**config.mk**
```make
export PLATFORM = sky130hd
export DESIGN_NAME = lru_page_replacement
export DESIGN_NICKNAME = d
export VERILOG_FILES = /design/src/design/lrupr_pkg.sv /design/src/design/lru_page_replacement.sv /design/src/design/lrupr_frame_store.sv
export SDC_FILE = /design/constraint.sdc
export NUM_CORES = 1
export LEC_CHECK = 0
export ABC_AREA = 1
export ABC_CLOCK_PERIOD_IN_PS = 7000
export BUFFER_PORTS_ARGS = -buffer_cell sky130_fd_sc_hd__buf_2
export CORE_MARGIN = 4
export CORE_UTILIZATION = 50
export CTS_CLUSTER_DIAMETER = 50
export DETAILED_ROUTE_END_ITERATION = 8
export HOLD_SLACK_MARGIN = 0.1
export PLACE_DENSITY = 0.66
export SETUP_SLACK_MARGIN = 0.15
export SYNTH_ARGS = -nofsm -noshare
export SYNTH_HDL_FRONTEND = slang
export SYNTH_SLANG_ARGS = --single-unit
```
**constraint.sdc**
```tcl
create_clock -name clk -period 7 [get_ports clk]
set_clock_uncertainty 0.05 [all_clocks]
set_input_delay 0.7 -clock clk [delete_from_list [all_inputs] [get_ports clk]]
set_output_delay 0.7 -clock clk [all_outputs]
set_load 0.005 [all_outputs]
```
**src/design/lrupr_pkg.sv**
```systemverilog
// shared types and constants for the lru page replacement block
// no dependencies; used by every module of the block and by its checker
`default_nettype none

package lrupr_pkg;

    localparam int CFG_W   = 4;
    localparam int STAMP_W = 32;
    localparam int FAULT_W = 32;
    localparam int PAGE_W  = 16;
    localparam int SLOT_W  = 3;

    localparam logic [CFG_W-1:0]   FRAMES_RESET = 4'd8;
    localparam logic [STAMP_W-1:0] STAMP_MAX    = 32'hFFFF_FFFF;
    localparam logic [FAULT_W-1:0] FAULT_MAX    = 32'hFFFF_FFFF;

    // result word layout, lowest bit first
    localparam int OUT_HIT_LSB  = 0;
    localparam int OUT_SLOT_LSB = 1;
    localparam int OUT_EVV_LSB  = 4;
    localparam int OUT_EVP_LSB  = 5;
    localparam int OUT_FLT_LSB  = 21;
    localparam int OUT_OVF_LSB  = 53;
    localparam int OUT_USED_W   = 54;
    localparam int OUT_W        = 56;

    typedef enum logic [1:0] {
        ST_IDLE,
        ST_SCAN,
        ST_WRITE
    } state_t;

endpackage

`default_nettype wire

```
**src/design/lru_page_replacement.sv**
```systemverilog
// lru page replacement: a reference is taken in the idle state, the scan state
// then reads each managed frame over the single frame memory read port, and the write
// state stores the chosen frame, registers the result and raises m_tvalid,
// waiting while the output stalls; no reference is taken before the last is written
// reset: all frames empty, counters and overflow flag cleared, frames_in_use 8,
// no clearing pass; new_string empties the frames in the cycle it is taken
// uses lrupr_pkg and lrupr_frame_store
`default_nettype none

module lru_page_replacement #(
    parameter int MAX_FRAMES = 8,
    parameter int PAGE_BITS  = 16
) (
    input  wire logic                          clk,
    input  wire logic                          rst_n,
    input  wire logic                          s_tvalid,
    output logic                               s_tready,
    input  wire logic [lrupr_pkg::PAGE_W-1:0]  s_tdata,  // page
    input  wire logic                          s_tuser,  // new_string
    output logic                               m_tvalid,
    input  wire logic                          m_tready,
    // hit, slot, evicted_valid, evicted_page, fault_count, stamp_overflow
    output logic      [lrupr_pkg::OUT_W-1:0]   m_tdata,
    input  wire logic                          cfg_valid,
    output logic                               cfg_ready,
    input  wire logic [lrupr_pkg::CFG_W-1:0]   cfg_data   // frames_in_use
);

    localparam int FI = (MAX_FRAMES > 1) ? $clog2(MAX_FRAMES) : 1;
    localparam int CW = $clog2(MAX_FRAMES + 1);
    localparam int SW = (PAGE_BITS < lrupr_pkg::PAGE_W) ? PAGE_BITS : lrupr_pkg::PAGE_W;

    lrupr_pkg::state_t state_reg, state_next;

    logic [lrupr_pkg::CFG_W-1:0]   frames_reg;
    logic [CW-1:0]                 count_reg;
    logic [CW-1:0]                 count_w;
    logic [CW-1:0]                 idx_reg;
    logic [SW-1:0]                 page_reg;
    logic                          rd_pend_reg;
    logic [FI-1:0]                 eidx_reg;

    logic                          hit_found_reg;
    logic [FI-1:0]                 hit_pos_reg;
    logic                          emp_found_reg;
    logic [FI-1:0]                 emp_pos_reg;
    logic [lrupr_pkg::STAMP_W-1:0] min_stamp_reg;
    logic [FI-1:0]                 min_pos_reg;
    logic [SW-1:0]                 min_page_reg;

    logic [lrupr_pkg::STAMP_W-1:0] ref_reg;
    logic [lrupr_pkg::STAMP_W-1:0] ref_next;
    logic [lrupr_pkg::FAULT_W-1:0] fault_reg;
    logic [lrupr_pkg::FAULT_W-1:0] fault_next;
    logic                          ovf_reg;
    logic                          ovf_next;

    logic                          out_valid_reg;
    logic                          out_hit_reg;
    logic [lrupr_pkg::SLOT_W-1:0]  out_slot_reg;
    logic                          out_evv_reg;
    logic [lrupr_pkg::PAGE_W-1:0]  out_evp_reg;
    logic [lrupr_pkg::FAULT_W-1:0] out_fault_reg;
    logic                          out_ovf_reg;

    logic                          in_xfer;
    logic                          out_free;
    logic                          issue;
    logic                          do_write;
    logic [FI-1:0]                 pos_w;
    logic                          evict_w;

    logic [lrupr_pkg::STAMP_W-1:0] rd_stamp;
    logic [SW-1:0]                 rd_page;
    logic                          rd_valid;

    assign cfg_ready = 1'b1;
    assign in_xfer   = s_tvalid && s_tready;
    assign out_free  = !out_valid_reg || m_tready;

    always_comb
    begin
        if (frames_reg == '0)
        begin
            count_w = CW'(1);
        end
        else if (32'(frames_reg) > MAX_FRAMES)
        begin
            count_w = CW'(MAX_FRAMES);
        end
        else
        begin
            count_w = CW'(frames_reg);
        end
    end

    // next state
    always_comb
    begin
        state_next = state_reg;
        case (state_reg)
            lrupr_pkg::ST_IDLE:
            begin
                if (in_xfer)
                begin
                    state_next = lrupr_pkg::ST_SCAN;
                end
            end
            lrupr_pkg::ST_SCAN:
            begin
                if (idx_reg == count_reg)
                begin
                    state_next = lrupr_pkg::ST_WRITE;
                end
            end
            lrupr_pkg::ST_WRITE:
            begin
                if (out_free)
                begin
                    state_next = lrupr_pkg::ST_IDLE;
                end
            end
            default:
            begin
                state_next = lrupr_pkg::ST_IDLE;
            end
        endcase
    end

    // control outputs
    always_comb
    begin
        s_tready = 1'b0;
        issue    = 1'b0;
        do_write = 1'b0;
        case (state_reg)
            lrupr_pkg::ST_IDLE:  s_tready = 1'b1;
            lrupr_pkg::ST_SCAN:  issue    = (idx_reg < count_reg);
            lrupr_pkg::ST_WRITE: do_write = out_free;
            default:             s_tready = 1'b0;
        endcase
    end

    // victim choice: the hit frame, else the first empty, else the oldest stamp
    always_comb
    begin
        evict_w = 1'b0;
        if (hit_found_reg)
        begin
            pos_w = hit_pos_reg;
        end
        else if (emp_found_reg)
        begin
            pos_w = emp_pos_reg;
        end
        else
        begin
            pos_w   = min_pos_reg;
            evict_w = 1'b1;
        end
    end

    always_comb
    begin
        ref_next = (ref_reg < lrupr_pkg::STAMP_MAX) ? ref_reg + 1'b1 : ref_reg;
        ovf_next = ovf_reg || (ref_next == lrupr_pkg::STAMP_MAX);
        if (!hit_found_reg && (fault_reg < lrupr_pkg::FAULT_MAX))
        begin
            fault_next = fault_reg + 1'b1;
        end
        else
        begin
            fault_next = fault_reg;
        end
    end

    lrupr_frame_store #(
        .MAX_FRAMES (MAX_FRAMES),
        .SW         (SW),
        .FI         (FI)
    ) u_store (
        .clk      (clk),
        .rst_n    (rst_n),
        .clr_all  (in_xfer && s_tuser),
        .rd_en    (issue),
        .rd_idx   (idx_reg[FI-1:0]),
        .rd_stamp (rd_stamp),
        .rd_page  (rd_page),
        .rd_valid (rd_valid),
        .wr_en    (do_write),
        .wr_idx   (pos_w),
        .wr_stamp (ref_next),
        .wr_page  (page_reg)
    );

    always_ff @(posedge clk or negedge rst_n)
    begin
        if (!rst_n)
        begin
            state_reg     <= lrupr_pkg::ST_IDLE;
            frames_reg    <= lrupr_pkg::FRAMES_RESET;
            ref_reg       <= '0;
            fault_reg     <= '0;
            ovf_reg       <= 1'b0;
            rd_pend_reg   <= 1'b0;
            idx_reg       <= '0;
            out_valid_reg <= 1'b0;
            hit_found_reg <= 1'b0;
            emp_found_reg <= 1'b0;
        end
        else
        begin
            state_reg   <= state_next;
            rd_pend_reg <= issue;
            if (cfg_valid && cfg_ready)
            begin
                frames_reg <= cfg_data;
            end
            if (in_xfer)
            begin
                idx_reg       <= '0;
                hit_found_reg <= 1'b0;
                emp_found_reg <= 1'b0;
                if (s_tuser)
                begin
                    ref_reg   <= '0;
                    fault_reg <= '0;
                    ovf_reg   <= 1'b0;
                end
            end
            if (issue)
            begin
                idx_reg <= idx_reg + 1'b1;
            end
            // evaluate the entry read in the previous cycle
            if (rd_pend_reg)
            begin
                if (rd_valid && (rd_page == page_reg) && !hit_found_reg)
                begin
                    hit_found_reg <= 1'b1;
                end
                if (!rd_valid && !emp_found_reg)
                begin
                    emp_found_reg <= 1'b1;
                end
            end
            if (do_write)
            begin
                ref_reg   <= ref_next;
                fault_reg <= fault_next;
                ovf_reg   <= ovf_next;
            end
            if (do_write)
            begin
                out_valid_reg <= 1'b1;
            end
            else if (m_tready)
            begin
                out_valid_reg <= 1'b0;
            end
        end
    end

    // payload registers
    always_ff @(posedge clk)
    begin
        if (in_xfer)
        begin
            page_reg  <= s_tdata[SW-1:0];
            count_reg <= count_w;
        end
        if (issue)
        begin
            eidx_reg <= idx_reg[FI-1:0];
        end
        if (rd_pend_reg)
        begin
            if (rd_valid && (rd_page == page_reg) && !hit_found_reg)
            begin
                hit_pos_reg <= eidx_reg;
            end
            if (!rd_valid && !emp_found_reg)
            begin
                emp_pos_reg <= eidx_reg;
            end
            // strict compare keeps the lowest index on a tie
            if ((eidx_reg == '0) || (rd_stamp < min_stamp_reg))
            begin
                min_stamp_reg <= rd_stamp;
                min_pos_reg   <= eidx_reg;
                min_page_reg  <= rd_page;
            end
        end
        if (do_write)
        begin
            out_hit_reg   <= hit_found_reg;
            out_slot_reg  <= lrupr_pkg::SLOT_W'(pos_w);
            out_evv_reg   <= evict_w;
            out_evp_reg   <= evict_w ? lrupr_pkg::PAGE_W'(min_page_reg) : '0;
            out_fault_reg <= fault_next;
            out_ovf_reg   <= ovf_next;
        end
    end

    assign m_tvalid = out_valid_reg;
    assign m_tdata  = {{(lrupr_pkg::OUT_W - lrupr_pkg::OUT_USED_W){1'b0}},
                       out_ovf_reg, out_fault_reg, out_evp_reg,
                       out_evv_reg, out_slot_reg, out_hit_reg};

endmodule

`default_nettype wire

```
**src/design/lrupr_frame_store.sv**
```systemverilog
// frame table: page and stamp memory with a registered read,
// plus per-frame valid flops; uses lrupr_pkg
`default_nettype none

module lrupr_frame_store #(
    parameter int MAX_FRAMES = 8,
    parameter int SW         = 16,
    parameter int FI         = 3
) (
    input  wire logic                        clk,
    input  wire logic                        rst_n,
    input  wire logic                        clr_all,
    input  wire logic                        rd_en,
    input  wire logic [FI-1:0]               rd_idx,
    output logic      [lrupr_pkg::STAMP_W-1:0] rd_stamp,
    output logic      [SW-1:0]               rd_page,
    output logic                             rd_valid,
    input  wire logic                        wr_en,
    input  wire logic [FI-1:0]               wr_idx,
    input  wire logic [lrupr_pkg::STAMP_W-1:0] wr_stamp,
    input  wire logic [SW-1:0]               wr_page
);

    localparam int EW = lrupr_pkg::STAMP_W + SW;

    logic [EW-1:0]         mem [MAX_FRAMES];
    logic [EW-1:0]         rd_data_reg;
    logic                  rd_valid_reg;
    logic [MAX_FRAMES-1:0] valid_reg;
    logic [MAX_FRAMES-1:0] valid_next;

    always_ff @(posedge clk)
    begin
        if (wr_en)
        begin
            mem[wr_idx] <= {wr_stamp, wr_page};
        end
        if (rd_en)
        begin
            rd_data_reg <= mem[rd_idx];
        end
    end

    always_comb
    begin
        valid_next = valid_reg;
        if (clr_all)
        begin
            valid_next = '0;
        end
        else if (wr_en)
        begin
            valid_next[wr_idx] = 1'b1;
        end
    end

    always_ff @(posedge clk or negedge rst_n)
    begin
        if (!rst_n)
        begin
            valid_reg    <= '0;
            rd_valid_reg <= 1'b0;
        end
        else
        begin
            valid_reg <= valid_next;
            if (rd_en)
            begin
                rd_valid_reg <= valid_reg[rd_idx];
            end
        end
    end

    assign rd_stamp = rd_data_reg[EW-1:SW];
    assign rd_page  = rd_data_reg[SW-1:0];
    assign rd_valid = rd_valid_reg;

endmodule

`default_nettype wire

```
Word level (Yosys, flattened, before mapping) --
Memories as Yosys holds them, arrays and structs flattened. A register that Yosys moved wholly into a read port is not among the register bits. Cells that the tools add are included.
Word-level totals: register bits 222, memory bits (writable) 384, bits of input ports 26, output and inout port bits 59, logic and storage cells 115, memories 1
Cells by class: add/sub/neg operators 3, magnitude comparators 8, equal/unequal tests 8, muxes and demuxes 39, bitwise gates (word level) 1, reductions and logical operators 28
Memory list:
- u_store.mem | words 8, bits a word 48, read ports 1, clocked after memory_dff 1, wr ports 1, line lrupr_frame_store.sv:26 | logic [EW-1:0] mem [MAX_FRAMES];
Operators by type and width (count):
- $mux W32 | 6
- $add A32 B1 Y32 const B | 2
- $lt A32 B32 Y1 const B | 2
- $eq A32 B32 Y1 const B | 1
- $lt A32 B32 Y1 | 1
- $mux W1 | 20
- $eq A16 B16 Y1 | 1
- $mux W8 | 2
- $mux W4 | 3
- $reduce_bool A2 Y1 | 5
- $lt A3 B4 Y1 const B | 2
- $or A8 B8 Y8 | 1
- $reduce_and A2 Y1 | 4
- $logic_and A1 B1 Y1 | 7
- $mux W2 | 3
- $mux W3 | 2
- $ne A2 B2 Y1 const B | 3
- $pmux W2 S3 | 1
- $add A4 B1 Y4 const B | 1
- $eq A4 B4 Y1 | 1
- $gt A4 B4 Y1 const B | 1
- $logic_not A1 Y1 | 4
- $logic_not A4 Y1 | 1
- $lt A4 B4 Y1 | 1
- other kinds (10) | 12

Longest topological paths before layout --
Gate-level depths: netlist of run 1.
depth in word-level cells 9, depth in mapped cells 14, depth with buffers taken out 14

Hierarchy --
From an unflattened synthesis of run 1, not the netlist that was laid out.
Unflattened totals: cell total of the unflattened synthesis 2449, area, all modules 27563.9 µm²
By module, submodules not included:
- lrupr_frame_store | times used 1, cells an instance 1253, area an instance 16828.6 µm², sequential area each 13197.7 µm²
- lru_page_replacement | times used 1, cells an instance 1196, area an instance 10735.3 µm², sequential area each 6002.0 µm²

Worst setup path after synthesis of run 1 --
Ideal clock, no wire load.
kind reg2reg, start point register u_store.rd_data_reg[43] (read register of u_store.mem), end point register min_page_reg[0], enable pin, library setup time 0.477 ns, arrival 3.690 ns, required time 6.473 ns, slack 2.783 ns, stages on the path, launching flop included 8, buffers on the path 0, period minus slack after synthesis 4.217 ns, cells stage by stage edfxtp_1 ha_1 a21oi_1 o21a_1 o221ai_1 a21oi_1 o21ai_0 a21oi_1
Between the ends: cells in the longest elaborated chain, start to end 3
Ends and longest elaborated chain:
- from (decl) | line lrupr_frame_store.sv:27 | logic [EW-1:0] rd_data_reg;
- $lt A32 B32 Y1 | line lru_page_replacement.sv:287 | if ((eidx_reg == '0) || (rd_stamp < min_stamp_reg))
- $logic_or A1 B1 Y1 | line lru_page_replacement.sv:287
- $reduce_and A2 Y1 (no line)
- to (signal assigned) | line lru_page_replacement.sv:291 | min_page_reg <= rd_page;
- to (decl) | line lru_page_replacement.sv:49 | logic [SW-1:0] min_page_reg;
No other way between the ends. A chain may end at the register's enable or synchronous reset.

Worst setup path in the final report of run 1 --
start point register state_reg[0], end point memory u_store.mem[7][47] (netlist bit), enable pin
Between the ends: cells in the longest elaborated chain, start to end 4
Ends and longest elaborated chain:
- from (decl) | line lru_page_replacement.sv:33 | lrupr_pkg::state_t state_reg, state_next;
- from (signal assigned) | line lru_page_replacement.sv:200 | state_reg <= lrupr_pkg::ST_IDLE;
- from (signal assigned) | line lru_page_replacement.sv:213 | state_reg <= state_next;
- $eq A2 B2 Y1 | line lru_page_replacement.sv:136 | case (state_reg)
- $mux W1 | line lru_page_replacement.sv:136
- $mux W1 | line lrupr_frame_store.sv:34 | if (wr_en)
- $mux W1 (implied by the code) | line lrupr_frame_store.sv:36 | mem[wr_idx] <= {wr_stamp, wr_page};
- to (decl) | line lrupr_frame_store.sv:26
No other way between the ends.

==> flow_summary.ini, run 1 <==
[worst_setup_path]
cp_max_fo = 29
crit_path_end_kind = flop
crit_path_start_kind = flop
worst-path-buf-inv = 2
reg2reg_depth = 6
path_class = reg -> reg
crit_chain = nor2_1, nand2_1, inv_4, nand2_1, nor2_4, buf_4
worst_r2r_startpoint = state_reg[0]
crit_family = simple AND/OR/NAND/NOR gates
r2r_end = u_store.mem[7][47]
cpMostUsedCell = nand2_1
crit_path_max_incr_delay_ns = 0.95
r2r_slack_ns = 3.25
cp_slowest_cell = nor2_4
arrival_ns = 3.96
critPathRequiredTime_ns = 7.22

[timing]
hold_viol_final = 0
setup_viol = 0
slew_violations = 0
worst_pin_slew_ns = 1.29
rsz0062_at_grt = false
max_slew_margin_pct = 14.0
tns_ns = 0
timing.final.crit_period_ns = 3.75
fmax_mhz = 267
post-route-period-util_pct = 53.5

[synth]
ys.flop_type = edfxtp_1
synth_cells = 2365
ys_seq_area_share_pct = 70.7
yosys_warnings = 0
ys_seq_elements = 654
async_reset_ff_share_pct = 13.5
synth-edff-count = 566
netlist_area_um2 = 27200
synth.distinct_cells = 40
syn_avg_cell_area_um2 = 11.5

[global_routing]
antenna_found_initial = 0
track_usage_pct = 21.9
first_global_vias = 17700
gr-total-overflow = 0
grt_pass1_wl_um = 98400
grt_max_degree = 89

[cts]
clk_pin_slew_ns = 0.06
h-tree-depth = 3
cts_max_path_buffers = 3
clock_sinks = 654
post_cts_buffers = 0
clockRootBuffer = clkbuf_16
clk_latency_ns = 0.60
cts_tree = done
cts.repair.resized = 0
cts_buffers = 73

[floorplanning]
core_um2 = 53800
die_area_um2 = 58100
rows = 85
die_y_um = 241
io_pins = 85
die_width_um = 241
start_util_pct = 50.5

[hold_path]
hp-start = s_tdata[10]
hold_path_end = page_reg[10]
min_path_cells = 1
hold_class = in -> reg

[status]
status = completed

[detailed_routing]
dr.first_iter.drc_count = 1790
drc = 0
routedWlPerCell_um = 19.8
wl_um = 63300
viasPerCell = 5.57
ant_nets = 0
vias = 17800
dr.pass1.iters = 5

[place]
port_buffers = 81
dp_hpwl_um = 38900
globalplace.congestion = 0.882

[final_layout]
final_layout_size_suffix_gt1_share_pct = 9.87
finalNetCount = 2508
layout_common_cells = edfxtp_1 (566), nor2_1 (480), nand2_1 (316)
syn2layout_area_growth_pct = 12.9
largest_reg_flops = 384
final_common_cell = edfxtp_1

[job]
drv_cap = 0

[pwr]
p_per_area_nw_per_um2 = 415
vdd_ir_drop_max_mv = 0.302
fin_total_pwr_mw = 12.7
p_leak_nw = 11.4
[per-stage QoR]
step / std cells / area, µm² / setup WS [ns] / utilization, % / hold WS [ns]
2_1_floorplan: 2366 / 27200 / 2.78 / - / 0.354
6_report: 3199 / 30700 / 3.25 / 57.0 / 0.217
3_3_place_gp: 3064 / 28300 / 2.97 / 52.6 / 0.386
4_1_cts: 3198 / 30700 / 3.19 / 57.0 / 0.187
5_1_grt: 3198 / 30700 / 3.04 / 57.0 / 0.191
3_5_place_dp: 3064 / 28300 / 2.89 / 52.6 / 0.392
[layer usage]
layer	up-vias	part of all wire, %	track usage [%]
met5	-	0	0
met4	0	3.0	7.18
met3	127	7.0	4.30
met2	587	47	34.9
met1	8719	43	30.7
li1	8383	-	-
[logic make-up after synthesis]
| group | Yosys count | synth area share, % |
|---|---|---|
| buffers and inverters | 286 | 4.08 |
| multiplexers | 2 | 0.0829 |
| AND/OR/NAND/NOR | 910 | 13.4 |
| other | 2 | 0.0276 |
| AO/OA/AOI/OAI | 430 | 8.64 |
| adder cells (fa/ha/maj) | 38 | 1.75 |
| XOR/XNOR | 43 | 1.39 |
| flip-flops | 654 | 70.7 |
[timing repair]
item / 4_1_cts / 5_1_grt
hold buffers: 1 / 0
endpoints found under the hold margin: 35 / 0
endpoints found under the setup margin: 0 / 0
[synthesized netlist by cell type, drive strengths merged (3+ instances only)]
cell type	count	share of area, %
o21ai	273	5.0
o211ai	6	0.17
xnor2	3	0.097
o221ai	4	0.13
nand4	16	0.37
nand2	324	4.6
buf	24	0.46
nor2	493	6.9
inv	184	2.5
nor4	4	0.092
a31oi	48	1.1
o22ai	63	1.5
xor2	40	1.3
clkbuf	77	1.1
a21oi	27	0.50
nor3	22	0.41
nand3b	3	0.083
nand3	45	0.83
edfxtp	566	63
o21a	3	0.083
ha	38	1.7
dfrtp	87	8.0
[worst max-delay path by stage]
stage | startpoint | end | slack [ns] | depth (start not counted)
6_report | state_reg[0] | u_store.mem[7][47] | 3.25 | 6
5_1_grt | state_reg[0] | u_store.mem[7][38] | 3.04 | 6
4_1_cts | state_reg[0] | u_store.mem[7][16] | 3.19 | 6
3_5_place_dp | m_tready | u_store.mem[7][17] | 2.89 | 8
3_3_place_gp | m_tready | u_store.mem[7][33] | 2.97 | 8
2_1_floorplan | u_store.rd_data_reg[43] | min_page_reg[0] | 2.78 | 7
[area by class of cell]
cell class,count,area [µm²]
antenna,1,2.50
clock buffer,98,2000
clock inverter,35,380
fill,4339,23100
inverter,185,699
multi-input combinational,1426,6940
sequential,654,19200
tap,696,871
timing repair buffer,104,583
[power by group]
group,switching (mW),internal [mW]
Sequential,0.495,5.31
Combinational,2.27,0.916
Clock,1.53,2.22
Total,4.30,8.45
Note: power is estimated with default switching activity, not from simulation.
==> run 2: changes to the inputs <==
--- a/config.mk
+++ b/config.mk
@@ -6,7 +6,7 @@
 export NUM_CORES = 1
 export LEC_CHECK = 0
 export ABC_AREA = 1
-export ABC_CLOCK_PERIOD_IN_PS = 7000
+export ABC_CLOCK_PERIOD_IN_PS = 3790
 export BUFFER_PORTS_ARGS = -buffer_cell sky130_fd_sc_hd__buf_2
 export CORE_MARGIN = 4
 export CORE_UTILIZATION = 50
==> constraint.sdc (replaced) <==
create_clock -name clk -period 3.79 [get_ports clk]
set_clock_uncertainty 0.05 [all_clocks]
set_input_delay 0.379 -clock clk [delete_from_list [all_inputs] [get_ports clk]]
set_output_delay 0.379 -clock clk [all_outputs]
set_load 0.005 [all_outputs]
==> run 2 against run 1 <==
Against the previous run:
- die area is the same
- first-iteration DRC count up 4.3%
- total power is 90% higher
- wire length up 2.2%
- highest routed layer unchanged
==> flow_summary.ini, run 2 (synthesized netlist as in run 1, its figures left out) <==
[timing]
worst_pin_slew_ns = 1.22
max_slew_margin_pct = 17.9
post-route-period-util_pct = 79.8
timing.final.crit_period_ns = 3.02
slew_violations = 0
rsz0062_at_grt = false
holdWs_ns = 0.293
setup_viol = 0
hold_viol_final = 0
fmax_mhz = 331
tns_ns = 0
setup_ws_ns = 0.766

[detailed_routing]
drc = 0
ant_nets = 0
viasPerCell = 5.53
dr.pass1.iters = 5
routedWlPerCell_um = 19.9
vias = 18000
dr.first_iter.drc_count = 1867
wl_um = 64700

[worst_setup_path]
crit_path_start_kind = flop
crit_path_end_kind = flop
path_class = reg -> reg
cp_max_fo = 32
arrival_ns = 3.51
critPathRequiredTime_ns = 4.27

[final_layout]
layout_common_cells = edfxtp_1 (566), nor2_1 (480), nand2_1 (316)
finalNetCount = 2555
final_area_um2 = 31400
final_common_cell = edfxtp_1
syn2layout_area_growth_pct = 15.7
largest_reg_flops = 384
num_antenna_cells = 0
final_layout_size_suffix_gt1_share_pct = 10.6

[cts]
clk_latency_ns = 0.62
post_cts_buffers = 0
cts_hold_buf = 29
clockRootBuffer = clkbuf_16
cts_buffers = 76
cts.repair.resized = 0
h-tree-depth = 3
clock_sinks = 654
clk_pin_slew_ns = 0.06
cts_tree = done
cts_max_path_buffers = 3

[status]
status = completed

[place]
dp_hpwl_um = 38800
globalplace.congestion = 0.904
place_worst_setup_slack_ns = 0.794
placed_area_um2 = 28600
port_buffers = 81

[floorplanning]
io_pins = 85
die_area_um2 = 58100
rows = 85
core_um2 = 53800
die_y_um = 241
start_util_pct = 50.5
die_width_um = 241

[pwr]
vdd_ir_drop_max_mv = 0.601
p_leak_nw = 11.7
p_per_area_nw_per_um2 = 770

[global_routing]
antenna_found_initial = 0
track_usage_pct = 22.6
met1_usage_pct = 31.2
busiest_layer = met2
grt_pass1_wl_um = 102000
met2_usage_pct = 36.5
grt_util_met3_pct = 4.43
first_global_vias = 17800
grt_max_degree = 200
gr-total-overflow = 0

[hold_path]
hold_class = in -> reg

[job]
drv_cap = 0
run 2: cell types whose count changed in the layout (fill, tap and decap cells not counted), sizes merged:
cell / before / now
inv: 196 / 200
bufinv: 5 / 7
buf: 103 / 119
clkinv: 17 / 28
clkbuf: 98 / 89
clkinvlp: 2 / 3
diode: 1 / 0
dlygate4sd3: 1 / 29
run 2: metrics by stage:
| step | cells | utilization, % | total power, mW |
|---|---|---|---|
| final | 3251 | 58.4 | 24.2 |
| after detailed placement | 3080 | 53.1 | 17.0 |
| after floorplan | 2366 | - | 14.6 |
| after CTS | 3251 | 58.4 | 24.4 |
| after global placement | 3080 | 53.1 | 16.8 |
| after global routing | 3251 | 58.4 | 25.6 |
run 2: report_power, final:
part,total [mW],internal (mW),switching (mW)
clock,7.35,4.37,2.98
combinational,6.33,1.88,4.45
sequential,10.5,9.81,0.708
run 2: final timing paths:
kind	slack, ns	cells after the start	endpoint	start
max in group asynchronous	2.37	3	fault_reg[13]	rst_n
worst max register to register	0.77	13	ovf_reg	ref_reg[0]
worst min-delay path	0.29	4	ovf_reg	s_tuser
min in group asynchronous	0.49	2	ref_reg[15]	rst_n
worst min register to register	0.40	0	min_stamp_reg[15]	u_store.rd_data_reg[31]
worst max-delay path	0.77	13	ovf_reg	ref_reg[0]
run 2: worst max-delay path, cell delays in order (launching register included):
cell and delay (ns):
dfrtp_1 0.49, ha_1 0.37, nand2_2 0.12, nor2_4 0.14
nand2_4 0.11, nor2_8 0.18, nand2_4 0.23, o21ai_0 0.54
inv_1 0.13, nor2_1 0.13, nand3_1 0.09, nor2_1 0.11
nand3_1 0.10, a21oi_1 0.14
run 2: layout make-up:
| type | count | area (µm²) |
|---|---|---|
| multi-input cells | 1426 | 6940 |
| repair buffers | 148 | 1160 |
| clock inverters | 53 | 533 |
| inverters | 185 | 699 |
| flip-flops and latches | 654 | 19200 |
| well taps | 696 | 871 |
| fillers | 4348 | 22400 |
| clock buffers | 89 | 2020 |
run 2: per-layer routing:
layer / vias to the layer above / share of wire [%]
met5: - / 0
met4: 0 / 2.7
met3: 122 / 7.4
met1: 8694 / 42
li1: 8487 / -
met2: 659 / 47
